**src/ggr_pkg.sv**
```systemverilog
// Package for the Givens rotation generator: fixed-point constants and the
// sideband struct that travels with every word. No dependencies.
`default_nettype none
package ggr_pkg;

    localparam int FRAC_BITS = 22;
    // Bits of the doubled ratio: the largest value is 2^(FRAC_BITS+1).
    localparam int K_W = FRAC_BITS + 2;
    localparam int OUT_W = 24;
    localparam logic [OUT_W-1:0] ONE_FX = OUT_W'(1) << FRAC_BITS;
    localparam logic [OUT_W-1:0] MAG_MAX = '1;

    typedef struct packed {
        logic valid;
        logic neg_a;
        logic neg_b;
        logic zero;
    } t_ctl;

endpackage
`default_nettype wire

```
**src/ggr_cell.sv**
```systemverilog
// One cell of the rotation chain: at most one bit of the square root and one bit of
// each of the two ratio searches; a cell past the end of a search passes it on. Depends on ggr_pkg.
`default_nettype none
module ggr_cell import ggr_pkg::*; #(
    parameter int W     = 24,
    parameter int STAGE = 0
) (
    input  wire logic              i_clk,
    input  wire logic              i_rst_n,
    input  wire logic              i_adv,
    input  wire t_ctl              i_ctl,
    input  wire logic [2*W-1:0]    i_sum,
    input  wire logic [W+2:0]      i_rem,
    input  wire logic [W-1:0]      i_root,
    input  wire logic [2*W+48:0]   i_ra,
    input  wire logic [2*W+48:0]   i_pa,
    input  wire logic [K_W-1:0]    i_ka,
    input  wire logic [2*W+48:0]   i_rb,
    input  wire logic [2*W+48:0]   i_pb,
    input  wire logic [K_W-1:0]    i_kb,
    output t_ctl                   o_ctl,
    output logic [2*W-1:0]         o_sum,
    output logic [W+2:0]           o_rem,
    output logic [W-1:0]           o_root,
    output logic [2*W+48:0]        o_ra,
    output logic [2*W+48:0]        o_pa,
    output logic [K_W-1:0]         o_ka,
    output logic [2*W+48:0]        o_rb,
    output logic [2*W+48:0]        o_pb,
    output logic [K_W-1:0]         o_kb
);

    localparam int SW  = 2 * W;
    localparam int RMW = W + 3;
    localparam int TW  = 2 * W + 49;

    t_ctl             r_ctl;
    logic [SW-1:0]    r_sum;
    logic [RMW-1:0]   r_rem, n_rem;
    logic [W-1:0]     r_root, n_root;
    logic [TW-1:0]    r_ra, n_ra, r_pa, n_pa, r_rb, n_rb, r_pb, n_pb;
    logic [K_W-1:0]   r_ka, n_ka, r_kb, n_kb;

    generate
        if (STAGE < W) begin : g_sqrt
            localparam int SQ_J = W - 1 - STAGE;
            logic [RMW-1:0] rem_sh;
            logic [RMW-1:0] trial;
            always_comb begin
                rem_sh = {i_rem[RMW-3:0], i_sum[2*SQ_J+1 -: 2]};
                trial  = {1'b0, i_root, 2'b01};
                if (rem_sh >= trial) begin
                    n_rem  = rem_sh - trial;
                    n_root = {i_root[W-2:0], 1'b1};
                end else begin
                    n_rem  = rem_sh;
                    n_root = {i_root[W-2:0], 1'b0};
                end
            end
        end else begin : g_sqrt_hold
            assign n_rem  = i_rem;
            assign n_root = i_root;
        end

        if (STAGE < K_W) begin : g_ratio
            localparam int RT_J = K_W - 1 - STAGE;
            logic [TW:0]   try_a, try_b;
            logic [TW-1:0] sum_x;
            always_comb begin
                sum_x = TW'(i_sum);
                try_a = ({1'b0, i_pa} << (RT_J + 1)) + ({1'b0, sum_x} << (2 * RT_J));
                try_b = ({1'b0, i_pb} << (RT_J + 1)) + ({1'b0, sum_x} << (2 * RT_J));
                n_ra = i_ra;
                n_pa = i_pa;
                n_ka = i_ka;
                n_rb = i_rb;
                n_pb = i_pb;
                n_kb = i_kb;
                // take the bit when the enlarged square still fits
                if (try_a <= {1'b0, i_ra}) begin
                    n_ra = i_ra - try_a[TW-1:0];
                    n_pa = i_pa + (sum_x << RT_J);
                    n_ka[RT_J] = 1'b1;
                end
                if (try_b <= {1'b0, i_rb}) begin
                    n_rb = i_rb - try_b[TW-1:0];
                    n_pb = i_pb + (sum_x << RT_J);
                    n_kb[RT_J] = 1'b1;
                end
            end
        end else begin : g_ratio_hold
            assign n_ra = i_ra;
            assign n_pa = i_pa;
            assign n_ka = i_ka;
            assign n_rb = i_rb;
            assign n_pb = i_pb;
            assign n_kb = i_kb;
        end
    endgenerate

    always_ff @(posedge i_clk) begin
        if (!i_rst_n) begin
            r_ctl <= '0;
        end else if (i_adv) begin
            r_ctl <= i_ctl;
        end
    end

    always_ff @(posedge i_clk) begin
        if (i_adv) begin
            r_sum  <= i_sum;
            r_rem  <= n_rem;
            r_root <= n_root;
            r_ra   <= n_ra;
            r_pa   <= n_pa;
            r_ka   <= n_ka;
            r_rb   <= n_rb;
            r_pb   <= n_pb;
            r_kb   <= n_kb;
        end
    end

    assign o_ctl  = r_ctl;
    assign o_sum  = r_sum;
    assign o_rem  = r_rem;
    assign o_root = r_root;
    assign o_ra   = r_ra;
    assign o_pa   = r_pa;
    assign o_ka   = r_ka;
    assign o_rb   = r_rb;
    assign o_pb   = r_pb;
    assign o_kb   = r_kb;

endmodule
`default_nettype wire

```
**config.mk**
```make
export PLATFORM = sky130hd
export DESIGN_NAME = ggr_cell
export DESIGN_NICKNAME = d
export VERILOG_FILES = /design/src/ggr_pkg.sv /design/src/ggr_cell.sv
export SDC_FILE = /design/constraint.sdc
export NUM_CORES = 2
export LEC_CHECK = 0
export BUFFER_PORTS_ARGS = -buffer_cell sky130_fd_sc_hd__buf_2
export CAP_MARGIN = 25
export CORE_AREA = 4 4 415 417
export DETAILED_ROUTE_END_ITERATION = 8
export DIE_AREA = 0 0 419 421
export MAX_ROUTING_LAYER = met4
export PLACE_DENSITY_LB_ADDON = 0.15
export SLEW_MARGIN = 10
export SYNTH_ARGS = -nofsm -noshare
export SYNTH_HDL_FRONTEND = slang
export SYNTH_SLANG_ARGS = --single-unit
```
**constraint.sdc**
```tcl
create_clock -name i_clk -period 6.15 [get_ports i_clk]
set_input_delay 0.615 -clock i_clk [delete_from_list [all_inputs] [get_ports i_clk]]
set_output_delay 0.615 -clock i_clk [all_outputs]
set_load 0.02 [all_outputs]
```
==> flow_summary.yaml <==
run_status:
  status: "finished, final reports clean"
drt:
  vias_per_cell: 4.79
  drc: 0
  drt-initial-drc-count: 2339
  postRouteAntennaNets: 0
  wire_per_inst_um: 23.1
  dr_total_vias: 41600
  dr.pass1.iters: 7
  routed_wl_mm: 200
worst_hold_path:
  min-delay-start: "i_ka[14]"
  hold_end: "o_ka[14]"
  min_path_type: "primary input to register"
  hold_depth: 1
placed_design:
  portBuffers: 1078
  place_area_um2: 56000
  gp_congestion: 0.942
  dp.cells: 8488
  place_ws_ps: -1360
  hpwl_mm: 167
sta:
  worst_pin_slew_ps: 887
  final_hold_viol_count: 0
  holdWs_ps: 91.4
  grt_setup_unrepaired: "yes"
  max_freq_ghz: 0.168
  skew_ps: 0
  relSlewSlack: 0.409
  final.period_utilization: 0.967
  fin_ws_ps: 205
  setup_viol: 0
  period_minus_slack_ps: 5950
  finalMaxSlewViolations: 0
  tns_ps: 0
grt:
  grt_pass1_vias: 42100
  grt_use_total: 0.223
  antenna_found_initial: 71
  grt.overflow.total: 0
  grt_pass1_wl_mm: 284
  grt_max_degree: 121
logic_synthesis:
  yosys-top-cells-count: "535 x edfxtp_1, 506 x ha_1, 483 x nand2_1, 434 x a21oi_1, 428 x o21ai_0"
  synth_warnings: 0
  synth_area_leader_cell: "edfxtp_1"
  synth.area.top_cells: "edfxtp_1 37%, ha_1 14%, a21oi_1 5.0%"
  seq_area_frac_synth: 0.369
  yosys.cell_count.top_type: "edfxtp_1"
  synth_fp_nets: 5811
  synth_flop_cell: "edfxtp_1"
  netlist.area_leader.share: 0.367
  syn_area_um2: 43700
  yosys.cell_types.count: 91
  ys_ff_latch: 539
  synth_edf_count: 535
  avgSynthCellArea_um2: 9.19
  synthArstFlopShare: 0
  synth_cells: 4757
cts:
  clkSinkCount: 539
  clk_latency_ps: 670
  tritoncts: "done"
  numCtsBuffers: 74
  clock-root-buffer: "clkbuf_16"
  clk_pin_slew_ps: 60
  cts_buffer_depth: 3
  htreeDepth: 3
setup_path:
  slowest_delay_ps: 470
  critPathSlowestCell: "or3_4"
  setup.worst_path.start: "i_sum[1]"
  worst-setup-path-type: "primary input to register"
  startpoint_type: "primary input"
  reg2reg_depth: 2
  rrSetupSlack_ps: 5540
  cp-end-kind: "register"
  worstPathArrival_ps: 6370
  reg2reg_to: "o_ctl[2]"
  rr_startpoint: "o_ctl[2]"
  crit_top_cell: "buf_4"
  worstPathMaxFanout: 8
  crit_required_ps: 6580
floorplan:
  dieArea_um2: 176000
  ios: 1081
  die_w_um: 419
  rows: 151
  chipHeight_um: 421
  start_util: 0.259
  core_um2: 169000
power:
  clock_power_share: 0.267
  totalPowerFinal_mw: 16.3
  p_leak_nw: 28.0
  power_density_nw_per_um2: 274
  netSwitchingFraction: 0.381
  combinationalPowerShare: 0.441
  switchingPower_mw: 6.19
  p_seq_frac: 0.292
  ir_worst_vdd_uv: 196
  p_int_mw: 10.1
layout:
  areaGrowthSynthToFinish_pct: 35.7
  fin_nets: 7432
  final_area_um2: 59300
  final_cell_count_no_fill: 8681
  fill_cells: 17600
  final_util: 0.352
  drive_gt1_frac: 0.309
job:
  cap_violations: 0
==> registers in the layout, summed over array words and instances, names as in the netlist <==
| signal | flops |
|---|---|
| o_rem | 27 |
| o_pa | 97 |
| o_ra | 97 |
| o_pb | 97 |
| o_ka | 24 |
| o_ctl | 4 |
| o_sum | 48 |
| o_root | 24 |
| o_rb | 97 |
| o_kb | 24 |
==> layout by cell type (no fill, tap or decap), drive strengths merged, types with 28 or more instances in the layout <==
cell	n
clkbuf	90
nand2b	48
inv	407
o31ai	28
nand2	483
buf	1720
a31oi	36
nor2	213
a21oi	435
nor2b	53
edfxtp	535
diode	29
nand3	86
o21a	42
xor2	172
nand4	90
and3	35
a21o	260
nor4	29
nor3	62
ha	506
xnor2	227
o21bai	55
o21ai	442
==> power by group through the flow <==
stage               registers [mW]  clock network, mW  logic [mW]
floorplan                     5.39                  0        3.36
global placement              4.82                  0        7.01
detailed placement            4.82                  0        7.01
CTS                           4.75               4.49        7.11
global route                  4.78               4.63        7.85
finish                        4.75               4.34        7.17
==> per-layer routing <==
metal  vias up  share of wire  GRT usage
met5         -              0          -
li1      20500              -          -
met2       975           0.52      0.406
met4         0          0.027     0.0632
met1     19900           0.41      0.255
met3       265          0.039     0.0289
==> final cells by class <==
type	count	area, µm²	share of cell area
timing repair buffer	1725	10700	0.180
clock inverter	46	457	0.00770
sequential	539	16100	0.272
antenna	29	72.6	0.00122
clock buffer	86	1900	0.0320
inverter	400	1500	0.0253
multi-input combinational	3638	25800	0.435
tap	2218	2780	0.0468
==> critical path, delay by kind of cell <==
family | cells | cell delay [ps]
compound gates | 15 | 2950
simple gates | 6 | 1030
buf+inv | 5 | 830
fa+ha+maj | 2 | 670
xor+xnor | 2 | 240
==> worst max-delay path by stage <==
stage               end  slack (ps)  cells after the start
6_report       o_pb[79]         200                     30
2_1_floorplan  o_pb[89]          20                     28
5_1_grt        o_pa[48]         -80                     30
3_3_place_gp   o_pb[89]       -1410                     30
4_1_cts        o_pb[79]          10                     32
3_5_place_dp   o_pb[93]       -1360                     30
==> logic make-up after synthesis <==
kind of cell,share of synthesized area
buffers and inverters,0.0517
and+or+nand+nor,0.130
AOI/OAI and AO/OA,0.215
xor gates and xnor gates,0.0799
DFF,0.369
adders and majority gates,0.148
muxes,0.00727
==> timing repair <==
item,CTS,global route
gates resized for setup,36,85
setup buffers,5,20
hold buffers,0,0
pin swaps,11,33
cloned,3,5
endpoints found under the setup margin,246,295
Power figures use the tool's default switching activity.
